File: config.mk
export PLATFORM = sky130hd
export DESIGN_NAME = stuffed_frame_receiver
export DESIGN_NICKNAME = d
export VERILOG_FILES = /design/src/sfr_pkg.sv /design/src/stuffed_frame_receiver.sv
export SDC_FILE = /design/constraint.sdc
export NUM_CORES = 1
export LEC_CHECK = 0
export BUFFER_PORTS_ARGS = -buffer_cell sky130_fd_sc_hd__clkbuf_2
export CELL_PAD_IN_SITES_DETAIL_PLACEMENT = 0
export CELL_PAD_IN_SITES_GLOBAL_PLACEMENT = 2
export CORE_ASPECT_RATIO = 1.1
export CORE_MARGIN = 2
export CORE_UTILIZATION = 42
export CTS_CLUSTER_SIZE = 30
export DETAILED_ROUTE_END_ITERATION = 10
export GPL_TIMING_DRIVEN = 0
export MAX_ROUTING_LAYER = met4
export PLACE_DENSITY_LB_ADDON = 0.08
export SYNTH_ARGS = -nofsm -noshare
export SYNTH_HDL_FRONTEND = slang
export SYNTH_SLANG_ARGS = --single-unit
File: constraint.sdc
create_clock -name clk_i -period 5.6 [get_ports clk_i]
set_input_delay 0.28 -clock clk_i [delete_from_list [all_inputs] [get_ports clk_i]]
set_output_delay 0.28 -clock clk_i [all_outputs]
set_load 0.005 [all_outputs]
File: src/sfr_pkg.sv
// Shared constants for the stuffed frame receiver: framing symbols,
// frame status codes and counter widths.
// No dependencies.
package sfr_pkg;

  // Longest frame in raw bytes, STX included
  localparam int MaxFrameBytes = 256;

  // Byte index must be able to hold MaxFrameBytes itself
  localparam int IdxW = $clog2(MaxFrameBytes + 1);

  // Declared length is 16 bits; positions derived from it need one more bit
  localparam int LenW = 16;
  localparam int PosW = LenW + 1;

  // Framing symbols
  localparam logic [7:0] SymStart = 8'h02;
  localparam logic [7:0] SymEnd   = 8'h03;
  localparam logic [7:0] SymEsc   = 8'h2F;
  localparam logic [7:0] EscMask  = 8'h7F;

  // Frame status codes carried on the end-of-frame result
  localparam logic [2:0] StatGood     = 3'd0;
  localparam logic [2:0] StatChkBad   = 3'd1;
  localparam logic [2:0] StatLenBad   = 3'd2;
  localparam logic [2:0] StatAborted  = 3'd3;
  localparam logic [2:0] StatOverflow = 3'd4;

endpackage

File: src/stuffed_frame_receiver.sv
// Latency: a result is valid in the cycle after its byte transfer.
// Throughput: one raw byte per cycle unless stalled; each byte is decoded
// by compares, one XOR and counter updates into a single output register.
// A byte is taken while a result waits, unless that result is stalled.
// Reset (rst_ni low, asynchronous) returns the decoder to idle with all
// frame state cleared and no result pending.
//
// Stuffed frame receiver: STX/ETX framed, byte-stuffed stream decoder.
// Depends on sfr_pkg.
module stuffed_frame_receiver (
  input  logic       clk_i,
  input  logic       rst_ni,
  // input byte channel
  input  logic       in_valid_i,
  output logic       in_stall_o,
  input  logic [7:0] rx_byte_i,
  // result channel
  output logic       out_valid_o,
  input  logic       out_stall_i,
  output logic       is_end_o,
  output logic [7:0] payload_byte_o,
  output logic [2:0] frame_status_o,
  output logic [7:0] frame_length_o
);
  import sfr_pkg::*;

  // Frame state
  logic            rcv_q, rcv_d;
  logic [IdxW-1:0] idx_q, idx_d;
  logic [LenW-1:0] len_q, len_d;
  logic [7:0]      xor_q, xor_d;
  logic            esc_q, esc_d;
  logic [7:0]      chk1_q, chk1_d;
  logic [7:0]      chk_q, chk_d;
  logic [7:0]      cnt_q, cnt_d;

  // Result register
  logic            out_vld_q;
  logic            end_q;
  logic [7:0]      pay_q;
  logic [2:0]      stat_q;
  logic [7:0]      flen_q;

  // Result of the current byte
  logic            res_vld;
  logic            res_end;
  logic [7:0]      res_pay;
  logic [2:0]      res_stat;
  logic [7:0]      res_flen;

  logic            acc;
  logic            out_load;
  logic            clr;
  logic            start;
  logic [PosW-1:0] pos;
  logic [PosW-1:0] len_ext;
  logic [7:0]      pay_val;
  logic            pay_emit;

  // Hold input only while a finished result is stalled
  assign out_load   = !out_vld_q || !out_stall_i;
  assign in_stall_o = !out_load;
  assign acc        = in_valid_i && !in_stall_o;

  assign pos     = PosW'(idx_q);
  assign len_ext = {1'b0, len_q};

  // Decode one byte
  always_comb begin
    rcv_d    = rcv_q;
    idx_d    = idx_q;
    len_d    = len_q;
    xor_d    = xor_q;
    esc_d    = esc_q;
    chk1_d   = chk1_q;
    chk_d    = chk_q;
    cnt_d    = cnt_q;
    res_vld  = 1'b0;
    res_end  = 1'b0;
    res_pay  = 8'h00;
    res_stat = StatGood;
    res_flen = 8'h00;
    clr      = 1'b0;
    start    = 1'b0;
    pay_val  = rx_byte_i;
    pay_emit = 1'b0;

    if (acc) begin
      if (rx_byte_i == SymStart) begin
        // abort any open frame, then open a new one
        if (rcv_q) begin
          res_vld  = 1'b1;
          res_end  = 1'b1;
          res_stat = StatAborted;
          res_flen = cnt_q;
        end
        clr   = 1'b1;
        start = 1'b1;
      end else if (rcv_q) begin
        if (idx_q >= IdxW'(MaxFrameBytes)) begin
          res_vld  = 1'b1;
          res_end  = 1'b1;
          res_stat = StatOverflow;
          res_flen = cnt_q;
          clr      = 1'b1;
        end else if (rx_byte_i == SymEnd) begin
          res_vld  = 1'b1;
          res_end  = 1'b1;
          res_flen = cnt_q;
          if (esc_q || pos != len_ext + PosW'(7)) begin
            res_stat = StatLenBad;
          end else if (xor_q != chk_q) begin
            res_stat = StatChkBad;
          end else begin
            res_stat = StatGood;
          end
          clr = 1'b1;
        end else begin
          idx_d = idx_q + IdxW'(1);
          if (pos <= PosW'(4)) begin
            // length header: one nibble per byte, least significant first
            xor_d = xor_q ^ rx_byte_i;
            case (idx_q[2:0])
              3'd1:    len_d[3:0]   = rx_byte_i[7:4];
              3'd2:    len_d[7:4]   = rx_byte_i[7:4];
              3'd3:    len_d[11:8]  = rx_byte_i[7:4];
              default: len_d[15:12] = rx_byte_i[7:4];
            endcase
          end else if (pos < len_ext + PosW'(5)) begin
            // stuffed data
            xor_d = xor_q ^ rx_byte_i;
            if (esc_q) begin
              esc_d    = 1'b0;
              pay_val  = rx_byte_i & EscMask;
              pay_emit = 1'b1;
            end else if (rx_byte_i == SymEsc) begin
              esc_d = 1'b1;
            end else begin
              pay_emit = 1'b1;
            end
          end else if (pos == len_ext + PosW'(5)) begin
            chk1_d = rx_byte_i;
          end else if (pos == len_ext + PosW'(6)) begin
            chk_d = {rx_byte_i[7:4], chk1_q[7:4]};
          end
        end

        // emit payload, or overflow when the count is saturated
        if (pay_emit) begin
          res_vld = 1'b1;
          if (cnt_q == 8'hFF) begin
            res_end  = 1'b1;
            res_stat = StatOverflow;
            res_flen = cnt_q;
            clr      = 1'b1;
          end else begin
            cnt_d   = cnt_q + 8'd1;
            res_pay = pay_val;
          end
        end
      end
    end

    // clear frame state; a start byte leaves the decoder at position one
    if (clr) begin
      rcv_d  = start;
      idx_d  = start ? IdxW'(1) : '0;
      len_d  = '0;
      xor_d  = '0;
      esc_d  = 1'b0;
      chk1_d = '0;
      chk_d  = '0;
      cnt_d  = '0;
    end
  end

  // Frame state registers
  always_ff @(posedge clk_i or negedge rst_ni) begin
    if (!rst_ni) begin
      rcv_q  <= 1'b0;
      idx_q  <= '0;
      len_q  <= '0;
      xor_q  <= '0;
      esc_q  <= 1'b0;
      chk1_q <= '0;
      chk_q  <= '0;
      cnt_q  <= '0;
    end else begin
      rcv_q  <= rcv_d;
      idx_q  <= idx_d;
      len_q  <= len_d;
      xor_q  <= xor_d;
      esc_q  <= esc_d;
      chk1_q <= chk1_d;
      chk_q  <= chk_d;
      cnt_q  <= cnt_d;
    end
  end

  // Result valid: load whenever the register is free or drained
  always_ff @(posedge clk_i or negedge rst_ni) begin
    if (!rst_ni) begin
      out_vld_q <= 1'b0;
    end else if (out_load) begin
      out_vld_q <= res_vld;
    end
  end

  // Result payload: hold while stalled
  always_ff @(posedge clk_i) begin
    if (out_load && res_vld) begin
      end_q  <= res_end;
      pay_q  <= res_pay;
      stat_q <= res_stat;
      flen_q <= res_flen;
    end
  end

  assign out_valid_o    = out_vld_q;
  assign is_end_o       = end_q;
  assign payload_byte_o = pay_q;
  assign frame_status_o = stat_q;
  assign frame_length_o = flen_q;

endmodule
== After elaboration in Yosys (flattened, before gate mapping) ==
Cells that the tools add are included.
Word-level totals
  register bits after elaboration: 80
Operators by class
  add/subtract/negate cells: 5
  magnitude comparators: 3
  eq/ne operators: 19
  multiplexer cells: 106
  bitwise operators: 4
  reduce and logical (&&, ||, !) cells: 30
Operator list (count)
  8-bit two-way mux: 45
  16-bit two-way mux: 7
  9-bit two-way mux: 6
  16-bit by 3-bit adder with 17-bit output (second input constant): 3
  1-bit two-way mux: 36
  7-bit AND reduction: 5
  9-bit by 17-bit == test with 1-bit output: 2
  2-bit nonzero test: 10
  9-bit by 17-bit < comparator with 1-bit output: 1
  9-bit by 17-bit != test with 1-bit output: 1
  8-bit by 2-bit == test with 1-bit output (second input constant): 2
  4-bit two-way mux: 4
  3-bit two-way mux: 5
  2-bit != test (second input constant): 7
  5-bit AND reduction: 2
  9-bit by 1-bit adder with 9-bit output (second input constant): 1
  9-bit greater-or-equal comparator (second input constant): 1
  9-bit by 3-bit less-or-equal comparator with 1-bit output (second input constant): 1
  9-bit AND reduction: 1
  8-bit by 1-bit adder with 8-bit output (second input constant): 1
  8-bit by 6-bit == test with 1-bit output (second input constant): 1
  8-bit == test (second input constant): 1
  8-bit != test: 1
  8-bit AND reduction: 1
  13 further kinds: 22

== Depth between registers and ports, before layout ==
Gate-level depths: netlist of run 1.
  depth after elaboration: 16
  depth in mapped cells: 17
  depth with buffers taken out: 14

== Worst setup path after synthesis of run 1 ==
OpenSTA, ideal clock, no wires.
  path type: flip-flop to flip-flop
  start: register len_q[2]
  end: register flen_q[0] (netlist: frame_length_o[0]) (enable)
  arrival: 3.393 ns
  data required time: 5.195 ns
  slack: 1.803 ns
  stages on the path, launching flop included: 14
  path buffers: 1
  period minus slack after synthesis: 3.797 ns
  path through: dfrtp_1 > buf_4 > inv_1 > ha_1 > a21oi_2 > nor2_1 > xnor2_1 > ha_1 > nand2_1 > o21ai_0 > a32oi_1 > a21oi_2 > a211o_4 > a21oi_1
Between the ends
  longest elaborated chain between the ends: 14
Ends and longest elaborated chain
  start: declaration: RTL line stuffed_frame_receiver.sv:30  | logic [LenW-1:0] len_q, len_d;
  start signal: assignment: RTL line stuffed_frame_receiver.sv:191  | len_q <= len_d;
  16-bit by 3-bit adder with 17-bit output: RTL line stuffed_frame_receiver.sv:129  | end else if (pos < len_ext + PosW'(5)) begin
  9-bit by 17-bit < comparator with 1-bit output: RTL line stuffed_frame_receiver.sv:129
  1-bit two-way mux: RTL line stuffed_frame_receiver.sv:129
  1-bit two-way mux: RTL line stuffed_frame_receiver.sv:120  | if (pos <= PosW'(4)) begin
  1-bit two-way mux: RTL line stuffed_frame_receiver.sv:106  | end else if (rx_byte_i == SymEnd) begin
  1-bit two-way mux: RTL line stuffed_frame_receiver.sv:100  | if (idx_q >= IdxW'(MaxFrameBytes)) begin
  1-bit two-way mux: RTL line stuffed_frame_receiver.sv:99  | end else if (rcv_q) begin
  1-bit two-way mux: RTL line stuffed_frame_receiver.sv:89  | if (rx_byte_i == SymStart) begin
  1-bit two-way mux: RTL line stuffed_frame_receiver.sv:88  | if (acc) begin
  1-bit two-way mux: RTL line stuffed_frame_receiver.sv:149  | if (pay_emit) begin
  1-bit two-way mux: RTL line stuffed_frame_receiver.sv:99
  1-bit two-way mux: RTL line stuffed_frame_receiver.sv:89
  1-bit two-way mux: RTL line stuffed_frame_receiver.sv:88
  1-bit logical AND: RTL line stuffed_frame_receiver.sv:211  | if (out_load && res_vld) begin
  end signal: assignment: RTL line stuffed_frame_receiver.sv:215  | flen_q <= res_flen;
  end: declaration: RTL line stuffed_frame_receiver.sv:42  | logic [7:0] flen_q;
Every way passes these cells. The select of a mux whose other input is x is not followed.
A chain may end at the register's enable or synchronous reset.

== Worst setup path after layout of run 1 ==
  start: register len_q[2]
  end: register pay_q[7] (netlist: payload_byte_o[7]), data pin
Between the ends
  longest elaborated chain between the ends: 11
Ends and longest elaborated chain
  16-bit by 3-bit adder with 17-bit output *: RTL line stuffed_frame_receiver.sv:129
  9-bit by 17-bit < comparator with 1-bit output *: RTL line stuffed_frame_receiver.sv:129
  1-bit two-way mux: RTL line stuffed_frame_receiver.sv:129
  1-bit two-way mux: RTL line stuffed_frame_receiver.sv:120
  1-bit two-way mux: RTL line stuffed_frame_receiver.sv:106
  1-bit two-way mux: RTL line stuffed_frame_receiver.sv:100
  1-bit two-way mux: RTL line stuffed_frame_receiver.sv:99
  1-bit two-way mux: RTL line stuffed_frame_receiver.sv:89
  1-bit two-way mux: RTL line stuffed_frame_receiver.sv:88
  1-bit inverter (no source line)
  5-bit OR reduction (no source line)
  end signal: assignment: RTL line stuffed_frame_receiver.sv:213  | pay_q <= res_pay;
  end: declaration: RTL line stuffed_frame_receiver.sv:40  | logic [7:0] pay_q;
Every way passes the cells marked *; elsewhere a longest branch is shown, timed or not. The select of a mux whose other input is x is not followed.

==> results.toml, run 1 <==
[outcome]
run_status = "finished, final reports clean"

[sta]
hold_viol_final = 0
worst_pin_slew_ns = 0.8158
setup_tns_ns = 0
skew_ns = 0.003574
max_freq_mhz = 250.6
period_minus_slack_ns = 3.990
setup_viol = 0
drv_slew = 0
rsz0062_at_grt = "false"
max_slew_margin_pct = 45.61
fin_crit_sh_pct = 71.25
fin_ws_ns = 1.610

[critical_path]
cp-start-kind = "flip-flop"
reg2reg_from = "len_q[2]"
crit_required_ns = 5.75
rr_endpoint = "payload_byte_o[7]"
crit_fanout = 10
cp.arrival_ns = 4.14
regToRegSetupSlack_ns = 1.61
crit_path_end_kind = "flip-flop"
worst-r2r-cell-count = 15
path_class = "reg -> reg"

[place]
globalplace.congestion = 0.8844
dp_hpwl_um = 10400
place_ws_ns = 1.597
numPortBuffers = 30

[flow_run]
maxCapViolations = 0

[detailed_routing]
wirelength_um = 13970
drc = 0
vias = 4081
avgViaCountPerCell = 5.522
drtIter0Drc = 280
dr.pass1.iters = 4
avgRoutedWirePerCell_um = 18.90
final_antenna_net_count = 0

[logic_synthesis]
synth_edf_count = 20
syn_avg_cell_area_um2 = 9.456
synth_common_cells = "nor2_1 (63), dfrtp_1 (56), nand2_1 (38)"
synth_area_mm2 = 0.005087
ys_types = 69
ys_seq_elements = 76
syn_nets = 570
synth_top_cell_area_share_pct = 27.55
syn_inst = 538
synth_most_common_cell = "nor2_1"
yosys-top-cells-area = "dfrtp_1 (28%), edfxtp_1 (12%), ha_1 (4.9%)"
ys.warnings.count = 0
seq_area_frac_synth_pct = 39.35
ys.flop_type = "dfrtp_1"
yosys.area.top_type = "dfrtp_1"
async_reset_ff_share_pct = 73.68

[floorplan]
initial_core_util_pct = 42.65
boundaryPins = 34
die_h_um = 119.4
design.core.area_mm2 = 0.01193
die_w_um = 108.9
die_area_mm2 = 0.01301
row_count = 42

[final_layout]
multi_input_area_mm2 = 0.002831
seq_area_mm2 = 0.002002
layout-drive-gt1-share_pct = 17.44
diodes = 0
syn_to_final_growth_pct = 12.99
fillCellCount = 1123
fin_nets = 612

[clocking]
clock_latency_ns = 0.33
path_clk_slew_ns = 0.06
cts_root_buf = "clkbuf_16"
cts_max_level = 3
clock-sinks = 76
cts_resized = 0
hold_buffers = 0
cts_made_buffers = 9
tritoncts = "done"
postCtsSetupRepairBufs = 0
clockBufferDepth = 2

[hold_path]
hp-class = "in -> async"

[power_and_ir_drop]
power_density_mw_per_mm2 = 308.8
peakVddDrop_v = 0.0002021
p_leak_nw = 2.493

[grt]
grt_pass1_wl_um = 22460
grtUsageTotal_pct = 23.50
overflow = 0
antenna_found_initial = 0
grt_max_degree = 57
grt_pass1_vias = 4181
-- report_power, final --
part | switching (mW) | total (mW) | leakage [nW] | internal (mW)
Combinational | 0.348 | 0.547 | 1.37 | 0.199
Clock | 0.222 | 0.563 | 0.137 | 0.340
Sequential | 0.0494 | 0.665 | 0.980 | 0.616
Total | 0.620 | 1.78 | 2.49 | 1.16
-- how the worst max path moves through the flow --
stage               startpoint           endpoint  slack [ns]  depth (start not counted)
floorplan             len_q[2]  frame_length_o[0]        1.80                         13
global placement      len_q[2]  payload_byte_o[7]        0.83                         13
detailed placement    len_q[2]  payload_byte_o[7]        1.60                         15
CTS                   len_q[2]  payload_byte_o[7]        1.58                         15
global route          len_q[2]  payload_byte_o[7]        1.45                         15
finish                len_q[2]  payload_byte_o[7]        1.61                         15
-- per-layer routing --
layer | GRT usage [%] | vias to the layer above | share of wire (%) | routed length (um)
li1 | - | 2001 | - | -
met5 | - | - | 0 | 0
met4 | 9.696 | 0 | 3.7 | 516
met2 | 38.43 | 70 | 50 | 6996
met1 | 28.72 | 1982 | 44 | 6088
met3 | 3.722 | 28 | 2.6 | 364
-- area by class of cell --
| cell class | count | area share (%) |
|---|---|---|
| multi-input cells | 414 | 49.26 |
| flip-flops and latches | 76 | 34.83 |
| clock buffers | 10 | 3.983 |
| plain buffers | 32 | 3.439 |
| well taps | 154 | 3.352 |
| repair buffers | 31 | 3.135 |
| inverters | 16 | 1.045 |
| clock inverters | 6 | 0.9578 |
-- state kept, by name, summed over array words and instances, names as in the netlist --
register,count
frame_status_o,3
out_valid_o,1
xor_q,8
payload_byte_o,8
len_q,16
cnt_q,8
idx_q,9
rcv_q,1
chk1_q,4
frame_length_o,8
esc_q,1
chk_q,8
is_end_o,1
-- placed cells by master, fill, tap and decap left out, drive strengths merged, types with 7 or more instances in the layout --
cell type and n:
and3 12, o21ai 32, clkbuf 52, edfxtp 20
nor3 12, and2 16, xor2 24, nor4 10
buf 21, xnor2 28, nand4 18, a21oi 35
mux2i 20, nand3 25, dfrtp 56, nor2 65
inv 16, nand2 38, nor2b 7, ha 20
-- critical path: stages (launching register included) --
cell and delay (ns):
dfrtp_1 0.32, buf_4 0.17, inv_1 0.12, ha_1 0.21
a21oi_2 0.37, nor2_4 0.07, xnor2_1 0.33, ha_1 0.32
nand4_1 0.09, nor2_1 0.07, a32oi_1 0.21, a21oi_2 0.16
a211o_4 0.39, nor4_4 0.56, inv_2 0.12, a311oi_2 0.30
-- kinds of logic after synthesis --
group | synth area share [%]
flops | 39.35
simple gates | 23.34
xor+xnor | 8.952
buf+inv | 5.066
mux | 3.935
compound gates | 14.44
fa+ha+maj | 4.919
-- stage by stage --
stage                     power, mW  utilization (%)  std cells  cell area, um2  hold slack [ns]
after global placement        1.212            45.52        722            5430           0.5114
after floorplan               1.061                -        538            5087         -0.01559
after detailed placement      1.226            45.80        723            5464           0.4425
final                         1.775            48.19        739            5748          0.05982
after global routing          1.878            48.19        739            5748           0.1140
after CTS                     1.787            48.19        739            5748          0.08554
Note: power is estimated with default switching activity, not from simulation.
==> run 2: changes to the inputs <==
--- a/config.mk
+++ b/config.mk
@@ -10,7 +10,7 @@
 export CELL_PAD_IN_SITES_GLOBAL_PLACEMENT = 2
 export CORE_ASPECT_RATIO = 1.1
 export CORE_MARGIN = 2
-export CORE_UTILIZATION = 42
+export CORE_UTILIZATION = 39
 export CTS_CLUSTER_SIZE = 30
 export DETAILED_ROUTE_END_ITERATION = 10
 export GPL_TIMING_DRIVEN = 0
==> constraint.sdc (replaced) <==
create_clock -name clk_i -period 3.9 [get_ports clk_i]
set_input_delay 0.195 -clock clk_i [delete_from_list [all_inputs] [get_ports clk_i]]
set_output_delay 0.195 -clock clk_i [all_outputs]
set_load 0.005 [all_outputs]
==> results.toml, run 2 (synthesized netlist as in run 1, its figures left out) <==
[sta]
hold_viol_final = 36
whs_ns = -0.03753
fin_crit_sh_pct = 93.98
period_minus_slack_ns = 3.665
max_freq_mhz = 272.8
worst_pin_slew_ns = 0.8126
drv_slew = 0
setup_viol = 0
fin_ws_ns = 0.2349
max_slew_margin_pct = 45.83
rsz0062_at_grt = "false"
setup_tns_ns = 0
skew_ns = 0.005173

[place]
place_ws_ns = -0.1429
dp.cells = 726
globalplace.congestion = 0.8887
numPortBuffers = 30
dp_hpwl_um = 10550

[final_layout]
largest-register = "len_q"
layout_commonest_cell = "nor2_1"
seq_area_mm2 = 0.002002
syn_to_final_growth_pct = 13.90
layout_common_cells = "nor2_1 (63), dfrtp_1 (56), nand2_1 (38)"
fillCellCount = 1273
fin_nets = 616
stdcell_count = 746
layout-drive-gt1-share_pct = 18.34
multi_input_area_mm2 = 0.002855
reg.largest.list = "len_q (16), idx_q (9)"
largest_register_ffs = 16
diodes = 0

[grt]
grt_max_degree = 57
overflow = 0
grt_pass1_vias = 4087
grt_pass1_wl_um = 22680
grtUsageTotal_pct = 22.06
antenna_found_initial = 0

[critical_path]
regToRegSetupSlack_ns = 0.23
crit_required_ns = 4.12
reg2reg_from = "len_q[2]"
worst-r2r-cell-count = 17
cp-start-kind = "flip-flop"
crit_fanout = 10
rr_endpoint = "chk1_q[7]"
cp.arrival_ns = 3.89
crit_path_end_kind = "flip-flop"
path_class = "reg -> reg"

[clocking]
cts_root_buf = "clkbuf_16"
cts_made_buffers = 9
clockBufferDepth = 2
tritoncts = "done"
path_clk_slew_ns = 0.06
clock_latency_ns = 0.33
cts_max_level = 3
clock-sinks = 76

[floorplan]
die_w_um = 112.9
initial_core_util_pct = 40.07
die_h_um = 123.8
boundaryPins = 34
die_area_mm2 = 0.01397
design.core.area_mm2 = 0.01270
row_count = 43

[hold_path]
hp-class = "in -> async"

[outcome]
run_status = "finished, violations left"
violations = "hold timing"

[power_and_ir_drop]
power_density_mw_per_mm2 = 438.7
peakVddDrop_v = 0.0002437
p_leak_nw = 2.519
p_total_mw = 2.542

[detailed_routing]
avgRoutedWirePerCell_um = 18.95
final_antenna_net_count = 0
drc = 0
vias = 4098
dr.pass1.iters = 4
drtIter0Drc = 221
avgViaCountPerCell = 5.493
wirelength_um = 14130

[flow_run]
maxCapViolations = 0
## run 2: changes by cell type in the layout (fill, tap and decap cells not counted), sizes merged
cell    previous run  this run
buf               21        25
clkinv             4         1
inv               16        19
bufinv             1         0
clkbuf            52        53
## run 2: where the power goes
group | leakage, nW | internal, mW | switching (mW)
clock network | 0.137 | 0.450 | 0.328
registers | 0.980 | 0.884 | 0.0699
logic | 1.40 | 0.298 | 0.512
total | 2.52 | 1.63 | 0.909
## run 2: how the worst max path moves through the flow
stage / from / to / slack, ns / cells after the start
after floorplan: len_q[2] / frame_length_o[0] / 0.10 / 13
after global placement: len_q[2] / payload_byte_o[7] / -0.96 / 13
after detailed placement: len_q[2] / frame_length_o[4] / -0.14 / 14
after CTS: len_q[2] / payload_byte_o[0] / 0.09 / 14
after global routing: len_q[2] / cnt_q[5] / 0.01 / 15
final: len_q[2] / chk1_q[7] / 0.23 / 17
## run 2: metal layers
layer	track usage (%)	share of wire [%]	vias to the layer above	wire length, um
met5	-	0	-	0
met4	9.451	3.4	0	478
met3	2.774	2.4	27	339
met2	36.97	50	63	7033
met1	27.17	44	2000	6283
li1	-	-	2008	-
## run 2: final cells by class
class,instances,area share (%)
Tap cell,157,3.390
Buffer,32,3.412
Multi-Input combinational cell,414,49.28
Clock buffer,11,4.189
Inverter,16,1.036
Timing Repair Buffer,35,3.563
Clock inverter,5,0.5830
Sequential cell,76,34.55
## run 2: metrics by stage
| step | util [%] | area, um2 |
|---|---|---|
| after floorplan | - | 5087 |
| after global placement | 42.80 | 5434 |
| after detailed placement | 42.93 | 5451 |
| after CTS | 45.23 | 5743 |
| after global routing | 45.63 | 5794 |
| final | 45.63 | 5794 |
## run 2: repair_timing
action | 4_1_cts | 5_1_grt
hold endpoints to repair | 0 | 0
hold buffers | 0 | 0
pin swaps | 1 | 2
setup endpoints to repair | 10 | 32
setup buffers | 1 | 3
resized for setup | 1 | 2
cloned | 0 | 0
## run 2: critical path, stage by stage (launching register included)
cell and delay [ns]:
dfrtp_1 0.32, buf_4 0.18, inv_1 0.13, ha_1 0.23, a21oi_4 0.28, nor2_4 0.07
xnor2_1 0.30, ha_1 0.31, nand4_1 0.09, nor2_1 0.07, a32oi_1 0.19, a21oi_2 0.16
a211o_4 0.40, nor2b_2 0.22, a211o_1 0.18, buf_6 0.13, buf_6 0.19, nor2_1 0.07
==> run 3: changes to the inputs <==
--- a/config.mk
+++ b/config.mk
@@ -9,13 +9,13 @@
 export CELL_PAD_IN_SITES_DETAIL_PLACEMENT = 0
 export CELL_PAD_IN_SITES_GLOBAL_PLACEMENT = 2
 export CORE_ASPECT_RATIO = 1.1
-export CORE_MARGIN = 2
+export CORE_MARGIN = 1
 export CORE_UTILIZATION = 39
 export CTS_CLUSTER_SIZE = 30
 export DETAILED_ROUTE_END_ITERATION = 10
 export GPL_TIMING_DRIVEN = 0
 export MAX_ROUTING_LAYER = met4
-export PLACE_DENSITY_LB_ADDON = 0.08
+export PLACE_DENSITY_LB_ADDON = 0.1
 export SYNTH_ARGS = -nofsm -noshare
 export SYNTH_HDL_FRONTEND = slang
 export SYNTH_SLANG_ARGS = --single-unit
==> results.toml, run 3 (synthesized netlist as in run 1, its figures left out) <==
[place]
numPortBuffers = 30
placed_cell_area_mm2 = 0.005455
globalplace.congestion = 0.8259
dp_hpwl_um = 10370
dp.cells = 726

[sta]
worst_pin_slew_ns = 0.8105
drv_slew = 0
hold_viol_final = 25
skew_ns = 0.004347
whs_ns = -0.03505
max_slew_margin_pct = 45.97
rsz0062_at_grt = "false"
period_minus_slack_ns = 3.720
setup_viol = 0
fin_crit_sh_pct = 95.38
max_freq_mhz = 268.8

[floorplan]
die_w_um = 110.9
initial_core_util_pct = 40.24
design.core.area_mm2 = 0.01264
die_area_mm2 = 0.01351
row_count = 43
die_h_um = 121.8
boundaryPins = 34

[grt]
overflow = 0
grt_pass1_wl_um = 22720
grt_pass1_vias = 4096
antenna_found_initial = 0
grt_max_degree = 57
grtUsageTotal_pct = 22.63

[detailed_routing]
drtIter0Drc = 232
drc = 0
wirelength_um = 13950
avgViaCountPerCell = 5.489
vias = 4084
avgRoutedWirePerCell_um = 18.74
dr.pass1.iters = 4
final_antenna_net_count = 0

[power_and_ir_drop]
seq_power_share_pct = 37.1
peakVddDrop_v = 0.0003959
power_density_mw_per_mm2 = 444.8
comb_power_share_pct = 31.2
p_int_mw = 1.664
p_switching_mw = 0.9051
p_leak_nw = 2.514
pwr-share-clk_pct = 31.7
p_sw_share_pct = 35.24

[final_layout]
fillCellCount = 1255
layout_commonest_cell = "nor2_1"
multi_input_area_mm2 = 0.002840
layout_common_cells = "nor2_1 (63), dfrtp_1 (56), nand2_1 (38)"
largest-register = "len_q"
post-route-util_pct = 45.68
fin_nets = 614
reg.largest.list = "len_q (16), idx_q (9)"
diodes = 0
layout-drive-gt1-share_pct = 18.23
stdcell_count = 744
final_area_mm2 = 0.005776
largest_register_ffs = 16
syn_to_final_growth_pct = 13.53
seq_area_mm2 = 0.002002

[outcome]
violations = "hold timing"
run_status = "finished, violations left"

[critical_path]
regToRegSetupSlack_ns = 0.18
cp.arrival_ns = 3.86
slowest_delay_ns = 0.40
crit_fanout = 10
path_cells = "buf_4, inv_1, ha_1, a21oi_2, nor2_4, xnor2_1, ha_1, nand4_1, nor2_1, a32oi_1, a21oi_2, a211o_4, nor4_4, inv_2, a311oi_2"
slowest_stage = "a211o_4"
crit_path_end_kind = "flip-flop"
crit_required_ns = 4.04
path_class = "reg -> reg"
worst-r2r-cell-count = 15
cp-start-kind = "flip-flop"

[clocking]
cts_made_buffers = 9
clockBufferDepth = 2
path_clk_slew_ns = 0.06
cts_root_buf = "clkbuf_16"
clock_latency_ns = 0.33
cts_max_level = 3
tritoncts = "done"
clock-sinks = 76

[hold_path]
hp-class = "in -> async"

[flow_run]
maxCapViolations = 0
-- run 3: final timing paths --
check,endpoint,from
max,payload_byte_o[7],len_q[2]
min,cnt_q[5],rst_ni
max reg2reg,payload_byte_o[7],len_q[2]
min reg2reg,chk1_q[7],chk1_q[7]
max in group asynchronous,chk1_q[7],rst_ni
min in group clk_i,chk_q[7],rx_byte_i[7]
-- run 3: timing repair --
action	CTS	global route
gates cloned	0	0
endpoints found under the setup margin	1	14
gates resized for setup	0	1
pin swaps	1	1
setup buffers	1	1
hold buffers	0	0
-- run 3: critical path, delay by kind of cell, from the launching register on --
kind                     cells  cell delay [ns]
buffers and inverters        3             0.39
adder cells (fa/ha/maj)      2             0.53
XOR/XNOR                     1             0.31
AND/OR/NAND/NOR              4             0.56
AO/OA/AOI/OAI                5             1.41
flip-flops                   1             0.32
-- run 3: stage by stage --
stage	total power [mW]	setup slack, ns	setup TNS [ns]
2_1_floorplan	1.523	0.1028	0
5_1_grt	2.729	0.04610	0
3_5_place_dp	1.757	-0.1090	-0.1090
6_report	2.569	0.1803	0
3_3_place_gp	1.745	-0.9394	-19.71
4_1_cts	2.575	0.1468	0
-- run 3: power by group through the flow --
stage,clock (mW),sequential [mW],combinational [mW]
after global routing,0.869,0.965,0.896
after detailed placement,0,0.967,0.789
after global placement,0,0.969,0.776
after CTS,0.829,0.953,0.794
final,0.815,0.953,0.801
after floorplan,0,0.952,0.571
-- run 3: cell type report --
class,count,area share [%]
Clock inverter,5,0.5633
Timing Repair Buffer,33,3.163
Multi-Input combinational cell,414,49.18
Inverter,16,1.040
Sequential cell,76,34.66
Clock buffer,11,4.571
Buffer,32,3.423
Tap cell,157,3.401
-- run 3: layer usage --
layer	vias up	track usage (%)	share of wire, %
met3	23	2.388	1.9
met5	-	-	0
met2	60	38.08	50
li1	2007	-	-
met1	1994	27.78	45
met4	0	9.750	3.3
